File: src/rtl/fairrw_pkg.sv
// ----------------------------------------------------------------------------
// fairrw_pkg
// Shared types, codes and constants of the fair reader-writer lock unit.
// ----------------------------------------------------------------------------
`default_nettype none

package fairrw_pkg;

   // Field widths fixed by the request and response formats
   localparam int MODE_W     = 3;
   localparam int REQ_ID_W   = 4;
   localparam int KIND_W     = 2;
   localparam int OUT_CNT_W  = 8;
   localparam int WR_CNT_W   = 5;
   localparam int ENTRY_W    = 6;

   localparam int REQ_TDATA_W = 8;
   localparam int RSP_TDATA_W = 48;

   // Requester ids at or above this value are refused
   localparam int REQUESTERS = 16;

   // Defaults for the top-level parameters
   localparam int QUEUE_DEPTH_DEF = 32;
   localparam int COUNT_MAX_DEF   = 255;

   // Most writers that may wait at once
   localparam logic [WR_CNT_W-1:0] WRITERS_MAX = 5'd31;

   // Waiter entry layout: batch marker, costly flag, writer id
   localparam int ENTRY_BATCH_BIT  = 5;
   localparam int ENTRY_COSTLY_BIT = 4;

   // Request modes
   localparam logic [MODE_W-1:0] MODE_WR_LOCK   = 3'd0;
   localparam logic [MODE_W-1:0] MODE_WR_TRY    = 3'd1;
   localparam logic [MODE_W-1:0] MODE_RD_LOCK   = 3'd2;
   localparam logic [MODE_W-1:0] MODE_RD_TRY    = 3'd3;
   localparam logic [MODE_W-1:0] MODE_RD_UNLOCK = 3'd4;
   localparam logic [MODE_W-1:0] MODE_WR_UNLOCK = 3'd5;

   // Waiter grant kinds
   localparam logic [KIND_W-1:0] GRANT_NONE   = 2'd0;
   localparam logic [KIND_W-1:0] GRANT_WRITER = 2'd1;
   localparam logic [KIND_W-1:0] GRANT_BATCH  = 2'd2;

   typedef struct packed {
      logic [MODE_W-1:0]   mode;
      logic [REQ_ID_W-1:0] requester;
      logic                expensive;
   } req_type;

   typedef struct packed {
      logic                 granted_now;
      logic                 queued;
      logic [KIND_W-1:0]    grant_kind;
      logic [REQ_ID_W-1:0]  grant_writer;
      logic [OUT_CNT_W-1:0] grant_reader_count;
      logic [OUT_CNT_W-1:0] reader_count;
      logic                 writer_held;
      logic [OUT_CNT_W-1:0] waiting_readers;
      logic [WR_CNT_W-1:0]  waiting_writers;
      logic                 read_would_be_costly;
      logic                 write_would_be_costly;
      logic                 error;
   } rsp_type;

endpackage

`default_nettype wire

File: src/rtl/fairrw_ram.sv
// ----------------------------------------------------------------------------
// fairrw_ram
// Generic single-write, single-read RAM with registered read data.
// ----------------------------------------------------------------------------
`default_nettype none

module fairrw_ram #(
   parameter int WIDTH = 8,
   parameter int DEPTH = 32
) (
   input  wire logic                     clock,
   input  wire logic                     wr_en,
   input  wire logic [$clog2(DEPTH)-1:0] wr_addr,
   input  wire logic [WIDTH-1:0]         wr_data,
   input  wire logic [$clog2(DEPTH)-1:0] rd_addr,
   output logic      [WIDTH-1:0]         rd_data
);

   logic [WIDTH-1:0] mem [DEPTH];

   // Write port
   always_ff @(posedge clock) begin
      if (wr_en) begin
         mem[wr_addr] <= wr_data;
      end
   end

   // Registered read, old data on a same-address write
   always_ff @(posedge clock) begin
      rd_data <= mem[rd_addr];
   end

endmodule

`default_nettype wire

File: src/rtl/fairrw_core.sv
// ----------------------------------------------------------------------------
// fairrw_core
// Lock state, waiter queue pointers and the per-request decision logic.
// ----------------------------------------------------------------------------
`default_nettype none

module fairrw_core
   import fairrw_pkg::*;
#(
   parameter int QUEUE_DEPTH = QUEUE_DEPTH_DEF,
   parameter int COUNT_MAX   = COUNT_MAX_DEF
) (
   input  wire logic                           clock,
   input  wire logic                           reset,
   input  wire logic                           fire,
   input  wire req_type                        item,
   output rsp_type                             result,
   output logic                                ram_wr_en,
   output logic [$clog2(QUEUE_DEPTH)-1:0]      ram_wr_addr,
   output logic [ENTRY_W-1:0]                  ram_wr_data,
   output logic [$clog2(QUEUE_DEPTH)-1:0]      ram_rd_addr,
   input  wire logic [ENTRY_W-1:0]             ram_rd_data
);

   localparam int PTR_W  = $clog2(QUEUE_DEPTH);
   localparam int FILL_W = $clog2(QUEUE_DEPTH + 1);
   localparam int CNT_W  = $clog2(COUNT_MAX + 1);

   localparam logic [CNT_W-1:0]  CNT_LIMIT = CNT_W'(COUNT_MAX);
   localparam logic [FILL_W-1:0] FILL_FULL = FILL_W'(QUEUE_DEPTH);

   // Wrap-around pointer advance
   function automatic logic [PTR_W-1:0] ptr_next(input logic [PTR_W-1:0] p);
      logic [PTR_W:0] s;
      s = {1'b0, p} + (PTR_W+1)'(1);
      ptr_next = (s >= (PTR_W+1)'(QUEUE_DEPTH)) ? '0 : s[PTR_W-1:0];
   endfunction

   // Counter to the 8-bit report width
   function automatic logic [OUT_CNT_W-1:0] to_out(input logic [CNT_W-1:0] x);
      logic [CNT_W+OUT_CNT_W-1:0] w;
      w = {{OUT_CNT_W{1'b0}}, x};
      to_out = w[OUT_CNT_W-1:0];
   endfunction

   // State
   logic [CNT_W-1:0]    hold_rd_ff, hold_rd_in;
   logic                writer_ff, writer_in;
   logic                hold_exp_ff, hold_exp_in;
   logic [CNT_W-1:0]    blk_rd_ff, blk_rd_in;
   logic [WR_CNT_W-1:0] blk_wr_ff, blk_wr_in;
   logic [WR_CNT_W-1:0] blk_cw_ff, blk_cw_in;
   logic                batch_ff, batch_in;
   logic                batch_cost_ff, batch_cost_in;
   logic [PTR_W-1:0]    head_ff, head_in;
   logic [PTR_W-1:0]    tail_ff, tail_in;
   logic [FILL_W-1:0]   fill_ff, fill_in;
   logic                byp_ff, byp_in;
   logic [ENTRY_W-1:0]  byp_data_ff;

   // Working signals
   logic [ENTRY_W-1:0]  head_entry;
   logic                full;
   logic                push, pop;
   logic [ENTRY_W-1:0]  push_data;
   logic [WR_CNT_W-1:0] wg_blk_wr, wg_blk_cw;
   logic                granted, queued, err;
   logic [KIND_W-1:0]   kind;
   logic [REQ_ID_W-1:0] gw;
   logic [CNT_W-1:0]    grc;
   logic                wcost;

   // Head entry: the bypass covers a write to the head address in the previous cycle
   assign head_entry = byp_ff ? byp_data_ff : ram_rd_data;
   assign full       = (fill_ff == FILL_FULL);

   // Counts after handing the lock to the head writer
   assign wg_blk_wr = (blk_wr_ff != '0) ? blk_wr_ff - WR_CNT_W'(1) : blk_wr_ff;
   assign wg_blk_cw = (head_entry[ENTRY_COSTLY_BIT] && blk_cw_ff != '0)
                      ? blk_cw_ff - WR_CNT_W'(1) : blk_cw_ff;

   // Request decision
   always_comb begin
      hold_rd_in    = hold_rd_ff;
      writer_in     = writer_ff;
      hold_exp_in   = hold_exp_ff;
      blk_rd_in     = blk_rd_ff;
      blk_wr_in     = blk_wr_ff;
      blk_cw_in     = blk_cw_ff;
      batch_in      = batch_ff;
      batch_cost_in = batch_cost_ff;
      push          = 1'b0;
      pop           = 1'b0;
      push_data     = '0;
      granted       = 1'b0;
      queued        = 1'b0;
      err           = 1'b0;
      kind          = GRANT_NONE;
      gw            = '0;
      grc           = '0;

      if (fire) begin
         if ({28'd0, item.requester} >= 32'(REQUESTERS)) begin
            err = 1'b1;
         end else begin
            unique case (item.mode) inside
               MODE_WR_LOCK, MODE_WR_TRY: begin
                  if (hold_rd_ff != '0 || writer_ff || blk_wr_ff != '0) begin
                     if (item.mode == MODE_WR_LOCK) begin
                        if (full || blk_wr_ff >= WRITERS_MAX) begin
                           err = 1'b1;
                        end else begin
                           push      = 1'b1;
                           push_data = {1'b0, item.expensive, item.requester};
                           blk_wr_in = blk_wr_ff + WR_CNT_W'(1);
                           if (item.expensive) begin
                              blk_cw_in = blk_cw_ff + WR_CNT_W'(1);
                           end
                           queued = 1'b1;
                        end
                     end
                  end else begin
                     writer_in   = 1'b1;
                     hold_exp_in = item.expensive;
                     granted     = 1'b1;
                  end
               end
               MODE_RD_LOCK, MODE_RD_TRY: begin
                  if (writer_ff || blk_wr_ff != '0) begin
                     if (item.mode == MODE_RD_LOCK) begin
                        if (blk_rd_ff >= CNT_LIMIT || (!batch_ff && full)) begin
                           err = 1'b1;
                        end else begin
                           if (!batch_ff) begin
                              push          = 1'b1;
                              push_data     = '0;
                              push_data[ENTRY_BATCH_BIT] = 1'b1;
                              batch_in      = 1'b1;
                              batch_cost_in = hold_exp_ff || (blk_cw_ff != '0);
                           end
                           blk_rd_in = blk_rd_ff + CNT_W'(1);
                           queued    = 1'b1;
                        end
                     end
                  end else if (hold_rd_ff >= CNT_LIMIT) begin
                     err = 1'b1;
                  end else begin
                     hold_rd_in = hold_rd_ff + CNT_W'(1);
                     granted    = 1'b1;
                  end
               end
               MODE_RD_UNLOCK: begin
                  if (writer_ff || hold_rd_ff == '0) begin
                     err = 1'b1;
                  end else begin
                     hold_rd_in = hold_rd_ff - CNT_W'(1);
                     // last reader out hands over to a waiting head writer
                     if (hold_rd_ff == CNT_W'(1) && blk_wr_ff != '0 && fill_ff != '0 &&
                         !head_entry[ENTRY_BATCH_BIT]) begin
                        pop         = 1'b1;
                        writer_in   = 1'b1;
                        hold_exp_in = head_entry[ENTRY_COSTLY_BIT];
                        blk_wr_in   = wg_blk_wr;
                        blk_cw_in   = wg_blk_cw;
                        gw          = head_entry[REQ_ID_W-1:0];
                        kind        = GRANT_WRITER;
                     end
                  end
               end
               MODE_WR_UNLOCK: begin
                  if (!writer_ff) begin
                     err = 1'b1;
                  end else begin
                     writer_in   = 1'b0;
                     hold_exp_in = 1'b0;
                     if (fill_ff != '0) begin
                        pop = 1'b1;
                        if (head_entry[ENTRY_BATCH_BIT]) begin
                           grc           = blk_rd_ff;
                           hold_rd_in    = hold_rd_ff + blk_rd_ff;
                           blk_rd_in     = '0;
                           batch_in      = 1'b0;
                           batch_cost_in = 1'b0;
                           kind          = GRANT_BATCH;
                        end else begin
                           writer_in   = 1'b1;
                           hold_exp_in = head_entry[ENTRY_COSTLY_BIT];
                           blk_wr_in   = wg_blk_wr;
                           blk_cw_in   = wg_blk_cw;
                           gw          = head_entry[REQ_ID_W-1:0];
                           kind        = GRANT_WRITER;
                        end
                     end
                  end
               end
               default: begin
                  err = 1'b1;
               end
            endcase
         end
      end
   end

   // Queue pointers
   always_comb begin
      head_in = head_ff;
      tail_in = tail_ff;
      fill_in = fill_ff;
      if (push) begin
         tail_in = ptr_next(tail_ff);
         fill_in = fill_ff + FILL_W'(1);
      end else if (pop) begin
         head_in = ptr_next(head_ff);
         fill_in = fill_ff - FILL_W'(1);
      end
   end

   // RAM access: write at tail, keep reading the next head
   assign ram_wr_en   = push;
   assign ram_wr_addr = tail_ff;
   assign ram_wr_data = push_data;
   assign ram_rd_addr = head_in;
   assign byp_in      = push && (tail_ff == head_in);

   // Result fields from the updated state
   assign wcost = hold_exp_in || (blk_cw_in != '0);

   always_comb begin
      result.granted_now           = granted;
      result.queued                = queued;
      result.grant_kind            = kind;
      result.grant_writer          = gw;
      result.grant_reader_count    = to_out(grc);
      result.reader_count          = to_out(hold_rd_in);
      result.writer_held           = writer_in;
      result.waiting_readers       = to_out(blk_rd_in);
      result.waiting_writers       = blk_wr_in;
      result.read_would_be_costly  = batch_in ? batch_cost_in : wcost;
      result.write_would_be_costly = wcost;
      result.error                 = err;
   end

   // State registers
   always_ff @(posedge clock) begin
      if (reset) begin
         hold_rd_ff    <= '0;
         writer_ff     <= 1'b0;
         hold_exp_ff   <= 1'b0;
         blk_rd_ff     <= '0;
         blk_wr_ff     <= '0;
         blk_cw_ff     <= '0;
         batch_ff      <= 1'b0;
         batch_cost_ff <= 1'b0;
         head_ff       <= '0;
         tail_ff       <= '0;
         fill_ff       <= '0;
         byp_ff        <= 1'b0;
      end else begin
         hold_rd_ff    <= hold_rd_in;
         writer_ff     <= writer_in;
         hold_exp_ff   <= hold_exp_in;
         blk_rd_ff     <= blk_rd_in;
         blk_wr_ff     <= blk_wr_in;
         blk_cw_ff     <= blk_cw_in;
         batch_ff      <= batch_in;
         batch_cost_ff <= batch_cost_in;
         head_ff       <= head_in;
         tail_ff       <= tail_in;
         fill_ff       <= fill_in;
         byp_ff        <= byp_in;
      end
   end

   // Bypass data
   always_ff @(posedge clock) begin
      byp_data_ff <= push_data;
   end

endmodule

`default_nettype wire

File: src/rtl/fair_reader_writer_lock_unit.sv
// ----------------------------------------------------------------------------
// fair_reader_writer_lock_unit
// Reader-writer lock arbiter with a FIFO of waiting writers and reader batches.
// ----------------------------------------------------------------------------
// Usage:
//   req_* carries lock, try-lock and unlock requests (mode, requester id,
//   expensive flag). rsp_* returns exactly one item per request: immediate
//   grant, queued flag, any waiter grant made, the counts after the request,
//   the two cost hints and an error flag for refused requests.
//   A request is registered on acceptance and its response is registered
//   when the core takes it, which waits while a stalled response holds the
//   output register. One request per cycle is sustained while rsp_tready
//   is high; each request touches only counters and one end of the waiter
//   queue, which lives in a RAM whose head entry is read ahead so a release
//   can grant the head in the same cycle.
//   When rsp_tready is low the response register holds, the input register
//   keeps the next request and req_tready drops once both are occupied.
//   Reset clears all counters and empties the queue at once; no clearing
//   pass is needed since only filled queue entries are read.
// ----------------------------------------------------------------------------
`default_nettype none

module fair_reader_writer_lock_unit
   import fairrw_pkg::*;
#(
   parameter int QUEUE_DEPTH = QUEUE_DEPTH_DEF,
   parameter int COUNT_MAX   = COUNT_MAX_DEF
) (
   input  wire logic                   clock,
   input  wire logic                   reset,
   input  wire logic                   req_tvalid,
   output logic                        req_tready,
   // [2:0] mode, [6:3] requester, [7] expensive
   input  wire logic [REQ_TDATA_W-1:0] req_tdata,
   output logic                        rsp_tvalid,
   input  wire logic                   rsp_tready,
   // [0] granted_now, [1] queued, [3:2] grant_kind, [7:4] grant_writer,
   // [15:8] grant_reader_count, [23:16] reader_count, [24] writer_held,
   // [32:25] waiting_readers, [37:33] waiting_writers,
   // [38] read_would_be_costly, [39] write_would_be_costly, [40] error,
   // [47:41] zero
   output logic [RSP_TDATA_W-1:0]      rsp_tdata
);

   localparam int PTR_W = $clog2(QUEUE_DEPTH);

   logic                in_valid_ff, in_valid_in;
   req_type             in_item_ff;
   logic                out_valid_ff, out_valid_in;
   rsp_type             out_data_ff;
   logic                fire;
   logic                req_accept;
   rsp_type             result;
   logic                ram_wr_en;
   logic [PTR_W-1:0]    ram_wr_addr;
   logic [ENTRY_W-1:0]  ram_wr_data;
   logic [PTR_W-1:0]    ram_rd_addr;
   logic [ENTRY_W-1:0]  ram_rd_data;

   // Handshake
   assign fire        = in_valid_ff && (!out_valid_ff || rsp_tready);
   assign req_tready  = !in_valid_ff || fire;
   assign req_accept  = req_tvalid && req_tready;
   assign in_valid_in = req_accept ? 1'b1 : (fire ? 1'b0 : in_valid_ff);
   assign out_valid_in = fire ? 1'b1 : (rsp_tready ? 1'b0 : out_valid_ff);

   always_ff @(posedge clock) begin
      if (reset) begin
         in_valid_ff  <= 1'b0;
         out_valid_ff <= 1'b0;
      end else begin
         in_valid_ff  <= in_valid_in;
         out_valid_ff <= out_valid_in;
      end
   end

   // Input and response payload registers
   always_ff @(posedge clock) begin
      if (req_accept) begin
         in_item_ff.mode      <= req_tdata[2:0];
         in_item_ff.requester <= req_tdata[6:3];
         in_item_ff.expensive <= req_tdata[7];
      end
      if (fire) begin
         out_data_ff <= result;
      end
   end

   fairrw_core #(
      .QUEUE_DEPTH (QUEUE_DEPTH),
      .COUNT_MAX   (COUNT_MAX)
   ) u_core (
      .clock       (clock),
      .reset       (reset),
      .fire        (fire),
      .item        (in_item_ff),
      .result      (result),
      .ram_wr_en   (ram_wr_en),
      .ram_wr_addr (ram_wr_addr),
      .ram_wr_data (ram_wr_data),
      .ram_rd_addr (ram_rd_addr),
      .ram_rd_data (ram_rd_data)
   );

   // Waiter queue storage
   fairrw_ram #(
      .WIDTH (ENTRY_W),
      .DEPTH (QUEUE_DEPTH)
   ) u_waiter_ram (
      .clock   (clock),
      .wr_en   (ram_wr_en),
      .wr_addr (ram_wr_addr),
      .wr_data (ram_wr_data),
      .rd_addr (ram_rd_addr),
      .rd_data (ram_rd_data)
   );

   // Response port
   assign rsp_tvalid = out_valid_ff;
   assign rsp_tdata  = {7'd0,
                        out_data_ff.error,
                        out_data_ff.write_would_be_costly,
                        out_data_ff.read_would_be_costly,
                        out_data_ff.waiting_writers,
                        out_data_ff.waiting_readers,
                        out_data_ff.writer_held,
                        out_data_ff.reader_count,
                        out_data_ff.grant_reader_count,
                        out_data_ff.grant_writer,
                        out_data_ff.grant_kind,
                        out_data_ff.queued,
                        out_data_ff.granted_now};

endmodule

`default_nettype wire

File: config.mk
export PLATFORM = sky130hd
export DESIGN_NAME = fair_reader_writer_lock_unit
export DESIGN_NICKNAME = d
export VERILOG_FILES = /design/src/rtl/fairrw_pkg.sv /design/src/rtl/fairrw_ram.sv /design/src/rtl/fairrw_core.sv /design/src/rtl/fair_reader_writer_lock_unit.sv
export SDC_FILE = /design/constraint.sdc
export NUM_CORES = 1
export LEC_CHECK = 0
export BUFFER_PORTS_ARGS = -buffer_cell sky130_fd_sc_hd__clkbuf_2
export CAP_MARGIN = 5
export CORE_ASPECT_RATIO = 1.75
export CORE_MARGIN = 2
export CORE_UTILIZATION = 35
export CTS_CLUSTER_DIAMETER = 60
export CTS_CLUSTER_SIZE = 30
export DETAILED_ROUTE_END_ITERATION = 10
export GPL_ROUTABILITY_DRIVEN = 0
export PLACE_DENSITY_LB_ADDON = 0.3
export SYNTH_ARGS = -nofsm -noshare
export SYNTH_HDL_FRONTEND = slang
export SYNTH_SLANG_ARGS = --single-unit
File: constraint.sdc
create_clock -name clock -period 3.5 [get_ports clock]
set_input_delay 0.175 -clock clock [delete_from_list [all_inputs] [get_ports clock]]
set_output_delay 0.175 -clock clock [all_outputs]
set_load 0.02 [all_outputs]
# Word-level counts from Yosys, hierarchy flattened
# Memories as Yosys holds them, arrays and structs flattened. A register that Yosys moved wholly into a read port is not among the register bits.
# Cells that the tools add are included.
dict set report classes {
  muxes 140
  n_reduce_logical 35
  eq_ne 8
  addsub 12
  order_cmp 5
}
# operator count
set ops {}
lappend ops {{$mux 5} 28}
lappend ops {{$mux 8} 14}
lappend ops {{$mux 1} 65}
lappend ops {{$mux 6} 8}
lappend ops {{$pmux 5 s3} 2}
lappend ops {{$pmux 8 s3} 1}
lappend ops {{$mux 4} 5}
lappend ops {{$add 8x1->8 const B} 2}
lappend ops {{$ge 8x8->1 const B} 2}
lappend ops {{$pmux 8 s2} 1}
lappend ops {{$reduce_bool 5->1} 3}
lappend ops {{$add 5x1->6 const B} 2}
lappend ops {{$ge 6x6->1 const B} 2}
lappend ops {{$pmux 1 s2} 6}
lappend ops {{$pmux 6 s2} 1}
lappend ops {{$add 5x1->5 const B} 2}
lappend ops {{$logic_or 1x1->1} 10}
lappend ops {{$sub 5x1->5 const B} 2}
lappend ops {{$add 8x8->8} 1}
lappend ops {{$eq 8x1->1 const B} 1}
lappend ops {{$logic_and 1x1->1} 8}
lappend ops {{$logic_not 8->1} 1}
lappend ops {{$mux 2} 4}
lappend ops {{$pmux 4 s2} 1}
lappend ops {{19 further kinds} 28}
dict set report word_totals {
  input_bits 12
  ram_bits 192
  elab_cells 231
  output_inout_bits 50
  ff_bits 104
  memories 1
}
# name words word_bits rd rd_clocked_by_memory_dff write_ports line_no
set mem_list {}
lappend mem_list {u_waiter_ram.mem 32 6 1 1 1 fairrw_ram.sv:19} ;# logic [WIDTH-1:0] mem [DEPTH];

# Logic depth before layout (Yosys ltp)
# Gate-level depths: netlist of the first run.
dict set report logic_depth {
  depth_word 12
  ltp_mapped 17
  ltp_nobuf 15
}

# Cells and area by module
# Synthesis of the first run repeated with hierarchy kept, for this count alone.
dict set report unflattened {
  hier_cells 956
  hier_area_um2 13740.7
}
# mod seq_area_each_um2 n_inst area_each_um2 cells_per_inst
set by_module_without_submodules {}
lappend by_module_without_submodules {fairrw_ram 5885.6 1 7589.8 323}
lappend by_module_without_submodules {fairrw_core 1061.0 1 4519.3 566}
lappend by_module_without_submodules {fair_reader_writer_lock_unit 1511.4 1 1631.6 67}

# Least setup slack after synthesis of the first run
# OpenSTA, ideal clock, no wires.
dict set report synth_timing {
  kind {register to register}
  start {register u_core.blk_wr_ff[0]}
  end {register u_core.fill_ff[5]}
  slack_ns -0.223
  n_path_buf 1
  arrival_ns 3.596
  synth_period_minus_slack_ns 3.723
  stages_incl_launch_ff 17
  t_required_ns 3.372
  setup_time_ns 0.128
  cell_sequence {dfxtp_1 inv_1 ha_1 or4b_1 nor2_1 a21oi_1 and2_1 clkbuf_1 o21ai_1 ha_1 a21oi_1 nand2_1 a21o_1 a21oi_1 mux2i_1 xnor2_1 nor2_1}
}
dict set report synth_between {
  elab_chain_len 9
  elab_cells_between_ends 20
  cone_classes {order compare: 1; mux: 11; reduce/logical: 8}
}
# element line_no
set synth_rtl {}
lappend synth_rtl {{start: declaration} fairrw_core.sv:51} ;# logic [WR_CNT_W-1:0] blk_wr_ff, blk_wr_in;
lappend synth_rtl {{start signal: assignment} fairrw_core.sv:263} ;# blk_wr_ff <= blk_wr_in;
lappend synth_rtl {{branches (longest 9 deep; another with $ge 5x5->1)} --}
lappend synth_rtl {{end signal: assignment} fairrw_core.sv:269} ;# fill_ff <= fill_in;
lappend synth_rtl {{end: declaration} fairrw_core.sv:57} ;# logic [FILL_W-1:0] fill_ff, fill_in;
# Several ways; the timed one is not identified.
# A chain may end at the register's enable or synchronous reset.

# Final worst setup path of the first run
dict set report layout_timing {
  start {register in_item_ff[6] (netlist bit)}
  end {register u_waiter_ram.rd_data[5] (read register of u_waiter_ram.mem)}
}
dict set report layout_between {
  elab_chain_len 6
  elab_cells_between_ends 18
  cone_classes {eq/ne: 5; mux: 10; reduce/logical: 3}
}
# element line_no
set layout_rtl {}
lappend layout_rtl {{start: declaration} fair_reader_writer_lock_unit.sv:48} ;# req_type in_item_ff;
lappend layout_rtl {{$eq 3x2->1 / $logic_not 3->1 (equally long branches)} {fairrw_core.sv:130, fairrw_core.sv:109}}
lappend layout_rtl {{$mux 1, on equally long branches} {fairrw_core.sv:130, fairrw_core.sv:109}}
lappend layout_rtl {{$mux 1, on equally long branches} {fairrw_core.sv:129, fairrw_core.sv:108}}
lappend layout_rtl {{$pmux 1 s2} fairrw_core.sv:106} ;# unique case (item.mode) inside
lappend layout_rtl {{$mux 1} fairrw_core.sv:102} ;# if (fire) begin
lappend layout_rtl {{$mux 5 (*)} fairrw_core.sv:209} ;# if (push) begin
lappend layout_rtl {{end: declaration} fairrw_ram.sv:16} ;# output logic [WIDTH-1:0] rd_data
# Mark *: on every way between the ends. The rest lies on a longest branch, timed or not.

==> flow_summary.json, run 1 <==
{
  "intPower_w": 0.00508,
  "fin_crit_sh": 0.955,
  "hold_path.class": "primary input to register",
  "rsz0062_at_grt": "false",
  "dp_cells": 1788,
  "die-area_sq_mm": 0.0403,
  "cts_sinks": 302,
  "worstPathRequired_ns": 3.90,
  "ant_nets": 0,
  "fmax_mhz": 299,
  "cp.depth": 10,
  "slowest_delay_ns": 0.43,
  "total_leakage_power_nw": 5.64,
  "final-setup-viol-count": 0,
  "crit_start": "in_item_ff[6]$_DFFE_PP_",
  "firstDrtPassIters": 6,
  "dp_hpwl_um": 26800,
  "power_density_mw_per_mm2": 417,
  "crit_end": "u_waiter_ram.rd_data[5]$_DFF_P_",
  "slew_headroom": 0.580,
  "layout.nets": 1373,
  "overflow": 0,
  "synth_edf_count": 241,
  "hold_violations": 0,
  "initial_core_util": 0.353,
  "maxCapViolCount": 0,
  "synthCells": 1191,
  "grt_max_degree": 39,
  "h-tree-depth": 1,
  "detail_route.iter0.violations": 682,
  "die_x_um": 153,
  "swShare": 0.236,
  "crit_family": "compound AO/OA/AOI/OAI gates",
  "irDropWorstVdd_mv": 0.394,
  "synth-async-reset-ratio": 0,
  "p_switching_w": 0.00157,
  "grt_pass1_wl_um": 56700,
  "fill_cells": 3713,
  "synth_cell_types": 70,
  "critical_path.cell_chain": "or3b_1 > a211oi_4 > a21oi_2 > buf_4 > o21ai_0 > and2_4 > buf_4 > nor2_1 > a32oi_1 > o211ai_1",
  "multi_input_area_sq_mm": 0.00480,
  "p_comb_frac": 0.062,
  "synth-seq-cells": 302,
  "cts-buffers-inserted": 17,
  "criticalPathCategory": "register to register",
  "synth.yosys.warnings": 0,
  "endpoint_kind": "register",
  "coreArea_sq_mm": 0.0383,
  "syn_area_per_cell_sq_um": 11.3,
  "finalCriticalPeriod_ns": 3.34,
  "crit_buf_inv": 2,
  "reg2reg_slack_ns": 0.16,
  "synth_ff_type": "edfxtp_1",
  "rr_endpoint": "u_waiter_ram.rd_data[5]$_DFF_P_",
  "status": "finished clean",
  "utilization": 0.417,
  "areaGrowthSynthToFinish_pct": 18.1,
  "routed_wl_um": 37400,
  "drive_above_1_share": 0.177,
  "arrival_ns": 3.74,
  "seq_area_sq_mm": 0.00846,
  "n_antenna_cell": 0,
  "first_global_vias": 9866,
  "routed_via_density": 5.33,
  "rows": 95,
  "synth_area_sq_mm": 0.0135,
  "grt_use_total": 0.181,
  "path_clk_slew_ns": 0.11,
  "r2r_start": "in_item_ff[6]$_DFFE_PP_",
  "yosys.area.top_type": "edfxtp_1",
  "startpoint_type": "register",
  "ys_seq_area_frac": 0.626,
  "wl_per_cell_um": 20.5,
  "final_cells": 1827,
  "finalMaxSlewViolations": 0,
  "remaining_drc_errors": 0,
  "antenna_found_initial": 1,
  "cpMostUsedCell": "buf_4",
  "fin_skew_ns": 0.0377,
  "port_buffers": 54,
  "cts_max_path_buffers": 3,
  "ioPinCount": 62,
  "worst_slew_pin_slew_ns": 0.629,
  "cp_max_fo": 19,
  "pwr-share-seq": 0.583,
  "crit_slowest_cell": "edfxtp_1",
  "dr_total_vias": 9730,
  "synth_top_cell_area_share": 0.536,
  "cts_root_buffer": "clkbuf_16",
  "chipHeight_um": 264,
  "reg2reg_depth": 10,
  "power_frac_clock": 0.355,
  "clock_latency_ns": 0.53,
  "cts_tree": "yes",
  "yosys-top-cells-area": "edfxtp_1 54%, dfxtp_1 9.0%, nand2_1 5.0%"
}
==> kinds of logic (layout without fill, tap and decap cells) <==
family,after synthesis,count (layout),share of synthesized area
simple gates,493,494,0.173
mux,21,21,0.0156
other cells,1,7,0.000277
flops,302,302,0.626
xor+xnor,24,24,0.0156
fa+ha+maj,29,29,0.0280
compound gates,229,229,0.110
buf+inv,92,236,0.0318
==> sequential cells by signal (all words and copies together) (netlist names), 5 cells and up <==
name                  cells
rsp_tdata                41
u_waiter_ram.rd_data      6
u_core.hold_rd_ff         8
u_core.blk_cw_ff          5
u_core.head_ff            5
u_waiter_ram.mem        192
in_item_ff                8
u_core.fill_ff            6
u_core.ram_wr_addr        5
u_core.blk_wr_ff          5
u_core.byp_data_ff        6
u_core.blk_rd_ff          8
==> layout make-up <==
class / instances / area share
flip-flops and latches: 302 / 0.530
multi-input cells: 804 / 0.301
repair buffers: 184 / 0.0876
well taps: 485 / 0.0380
clock buffers: 21 / 0.0282
clock inverters: 8 / 0.00995
inverters: 23 / 0.00564
==> cells in the mapped netlist, types with 3 or more instances <==
cell / number
xnor2_1: 17
xor2_1: 7
or4_1: 3
a32oi_1: 8
nand2_1: 179
nand3b_1: 4
nor3_1: 21
a211o_1: 3
nand4_1: 13
nor2_1: 100
a31oi_1: 16
nor4_1: 12
nand3_1: 66
mux2i_1: 20
buf_2: 17
ha_1: 27
nor2b_1: 26
a211oi_1: 7
or3_1: 9
edfxtp_1: 241
dfxtp_1: 61
and3_1: 17
o31ai_1: 9
clkbuf_1: 34
o21ai_0: 32
a21oi_1: 87
inv_1: 23
a221oi_1: 24
a22oi_1: 3
and2_1: 17
nor4b_1: 3
buf_6: 5
buf_4: 7
a21o_1: 12
o31a_1: 3
nand2b_1: 6
buf_1: 6
==> cells in the final DEF, fill, tap and decap left out, drive strengths merged, types with 27 or more instances in the layout <==
master and count:
ha 27, nand3 66, edfxtp 241, o21ai 33, a21oi 88, dfxtp 61
nor2 100, buf 121, clkbuf 75, nand2 179
==> through the flow <==
| stage | hold WS (ns) | setup slack [ns] | total power, W | setup TNS, ns | cell area, sq um |
|---|---|---|---|---|---|
| final | 0.0707 | 0.157 | 0.00665 | 0 | 16000 |
| after global routing | 0.0692 | 0.00269 | 0.00685 | 0 | 16000 |
| after CTS | 0.0498 | 0.0101 | 0.00670 | 0 | 15900 |
| after detailed placement | 0.354 | -0.149 | 0.00436 | -0.177 | 15100 |
| after global placement | 0.353 | -0.0717 | 0.00435 | -0.0717 | 15100 |
| after floorplan | 0.274 | 0.0193 | 0.00420 | 0 | 13600 |
==> layer usage <==
layer | share of wire | global-route usage | vias to the layer above
li1 | - | - | 4630
met1 | 0.35 | 0.186 | 4707
met2 | 0.55 | 0.351 | 288
met3 | 0.038 | 0.0187 | 105
met4 | 0.061 | 0.104 | 0
met5 | 0 | 0 | -
==> repair_timing <==
item / 4_1_cts / 5_1_grt
setup buffers: 0 / 0
hold buffers: 9 / 0
endpoints found under the hold margin: 9 / 0
gates resized for setup: 3 / 20
pin swaps: 0 / 1
setup endpoints to repair: 2 / 89
gates cloned: 0 / 1
==> worst min path at each step <==
stage	end	cells past startpoint	startpoint
after CTS	rsp_tvalid$_SDFFE_PP0P_	3	rsp_tready
after global routing	rsp_tvalid$_SDFFE_PP0P_	3	rsp_tready
final	rsp_tvalid$_SDFFE_PP0P_	3	rsp_tready
after detailed placement	in_item_ff[4]$_DFFE_PP_	1	req_tdata[6]
after global placement	in_item_ff[1]$_DFFE_PP_	1	req_tdata[3]
after floorplan	in_item_ff[0]$_DFFE_PP_	0	req_tdata[7]
==> tightest hold or removal path, cell delays in order <==
cell and delay (ns):
clkbuf_2 0.12, nand2b_1 0.16, a21oi_1 0.08
==> power by group through the flow <==
stage / combinational [W] / sequential (W) / clock (W)
2_1_floorplan: 0.000218 / 0.00398 / 0
3_3_place_gp: 0.000395 / 0.00396 / 0
3_5_place_dp: 0.000399 / 0.00396 / 0
4_1_cts: 0.000412 / 0.00388 / 0.00242
5_1_grt: 0.000449 / 0.00388 / 0.00252
6_report: 0.000414 / 0.00388 / 0.00236
Note: power is estimated with default switching activity, not from simulation.
==> run 2: changes to the inputs <==
--- a/config.mk
+++ b/config.mk
@@ -14,7 +14,7 @@
 export CTS_CLUSTER_SIZE = 30
 export DETAILED_ROUTE_END_ITERATION = 10
 export GPL_ROUTABILITY_DRIVEN = 0
-export PLACE_DENSITY_LB_ADDON = 0.3
+export PLACE_DENSITY_LB_ADDON = 0.25
 export SYNTH_ARGS = -nofsm -noshare
 export SYNTH_HDL_FRONTEND = slang
 export SYNTH_SLANG_ARGS = --single-unit
==> constraint.sdc (replaced) <==
create_clock -name clock -period 3.5 [get_ports clock]
set_input_delay 1.05 -clock clock [delete_from_list [all_inputs] [get_ports clock]]
set_output_delay 1.05 -clock clock [all_outputs]
set_load 0.02 [all_outputs]
==> run 2 against run 1 <==
Clock skew hardly changed. Worst hold slack better by 0.44 ns. Core utilization is 0.48 points higher. Critical path type unchanged.
==> flow_summary.json, run 2 (synthesis gave the netlist of run 1 again) <==
{
  "status": "finished clean",
  "grt_pass1_wl_um": 57600,
  "cts_root_buffer": "clkbuf_16",
  "top_register": "u_waiter_ram.mem",
  "slew_headroom": 0.557,
  "coreArea_sq_mm": 0.0383,
  "final_cell_mix": "241 x edfxtp_1, 178 x nand2_1, 130 x buf_4",
  "chipHeight_um": 264,
  "total_leakage_power_nw": 5.80,
  "worst_slew_pin_slew_ns": 0.663,
  "hold_violations": 0,
  "routed_via_density": 5.33,
  "remaining_drc_errors": 0,
  "layout_commonest_cell": "edfxtp_1",
  "wl_per_cell_um": 21.0,
  "maxCapViolCount": 0,
  "dr_total_vias": 9818,
  "rsz0062_at_grt": "false",
  "whs_path_depth": 2,
  "fin_crit_sh": 0.973,
  "final-setup-viol-count": 0,
  "cts_setup_buffers": 0,
  "hold_path.class": "register to register",
  "die-area_sq_mm": 0.0403,
  "layout.nets": 1387,
  "final_cells": 1843,
  "arrival_ns": 3.88,
  "antenna_found_initial": 0,
  "largest_reg_flops": 192,
  "die_x_um": 153,
  "reg2reg_depth": 12,
  "n_antenna_cell": 0,
  "power_density_mw_per_mm2": 425,
  "fill_cells": 3702,
  "dpl_cell_area_sq_mm": 0.0153,
  "h-tree-depth": 1,
  "areaGrowthSynthToFinish_pct": 19.5,
  "ant_nets": 0,
  "clock_latency_ns": 0.54,
  "ctsHoldBuffers": 0,
  "cp_max_fo": 5,
  "final_area_sq_mm": 0.0161,
  "fmax_mhz": 294,
  "port_buffers": 54,
  "finalMaxSlewViolations": 0,
  "firstDrtPassIters": 5,
  "cts_tree": "yes",
  "grt_max_degree": 51,
  "cts_sinks": 302,
  "first_global_vias": 9738,
  "startpoint_type": "register",
  "worstPathRequired_ns": 3.97,
  "overflow": 0,
  "routed_wl_um": 38800,
  "path_clk_slew_ns": 0.10,
  "grt_use_total": 0.186,
  "cts_max_path_buffers": 3,
  "dp_cells": 1808,
  "cts-buffers-inserted": 19,
  "irDropWorstVdd_mv": 0.440,
  "criticalPathCategory": "register to register",
  "finalCriticalPeriod_ns": 3.40,
  "rows": 95,
  "initial_core_util": 0.353,
  "utilization": 0.422,
  "fin_skew_ns": 0.0382,
  "endpoint_kind": "register",
  "detail_route.iter0.violations": 648,
  "ioPinCount": 62,
  "dp_hpwl_um": 27600,
  "drive_above_1_share": 0.196
}
-- run 2: worst paths after layout --
path / from / slack (ns) / to
setup reg to reg: in_item_ff[5]$_DFFE_PP_ / 0.1 / u_waiter_ram.rd_data[4]$_DFF_P_
hold reg to reg: u_core.fill_ff[4]$_SDFFE_PP0P_ / 0.51 / u_core.fill_ff[4]$_SDFFE_PP0P_
setup / recovery: in_item_ff[5]$_DFFE_PP_ / 0.1 / u_waiter_ram.rd_data[4]$_DFF_P_
hold / removal: u_core.fill_ff[4]$_SDFFE_PP0P_ / 0.51 / u_core.fill_ff[4]$_SDFFE_PP0P_
-- run 2: where the power goes --
group / internal, W / switching, W
registers: 0.00386 / 0.0000181
logic: 0.000138 / 0.000276
clock network: 0.00116 / 0.00140
-- run 2: layer usage --
metal | wire length, um | vias up | GRT usage
met5 | 0 | - | 0
met2 | 21100 | 290 | 0.356
li1 | - | 4675 | -
met4 | 2630 | 0 | 0.115
met1 | 13700 | 4749 | 0.194
met3 | 1360 | 104 | 0.0176
-- run 2: critical path, stage by stage (launching register included) --
cell      delay [ns]
edfxtp_1        0.47
or3b_1          0.49
a211oi_4        0.36
a21oi_4         0.11
buf_4           0.16
o31ai_1         0.25
buf_4           0.17
o31ai_4         0.08
buf_4           0.16
or3_1           0.45
a221oi_1        0.38
nor4_1          0.13
nand4_1         0.13
-- run 2: timing repair --
action | CTS | global route
pin swaps | 0 | 3
gates resized for setup | 1 | 21
hold endpoints to repair | 0 | 0
cloned | 0 | 2
setup endpoints to repair | 1 | 8
-- run 2: through the flow --
step / total power (W) / hold WS [ns] / setup WS, ns / setup TNS, ns
after detailed placement: 0.00436 / 0.496 / -0.114 / -0.114
after CTS: 0.00693 / 0.511 / 0.0173 / 0
after global routing: 0.00708 / 0.537 / 0.000844 / 0
final: 0.00686 / 0.509 / 0.0955 / 0
after global placement: 0.00436 / 0.491 / -0.0183 / -0.0183
after floorplan: 0.00420 / 0.461 / 0.0287 / 0
-- run 2: cell type report --
cell class / instances / area, sq um / share of cell area
Inverter: 23 / 86.3 / 0.00535
Sequential cell: 302 / 8460 / 0.524
Timing Repair Buffer: 196 / 1490 / 0.0924
Clock inverter: 13 / 208 / 0.0129
Clock buffer: 20 / 500 / 0.0310
Tap cell: 485 / 607 / 0.0376
Multi-Input combinational cell: 804 / 4790 / 0.297
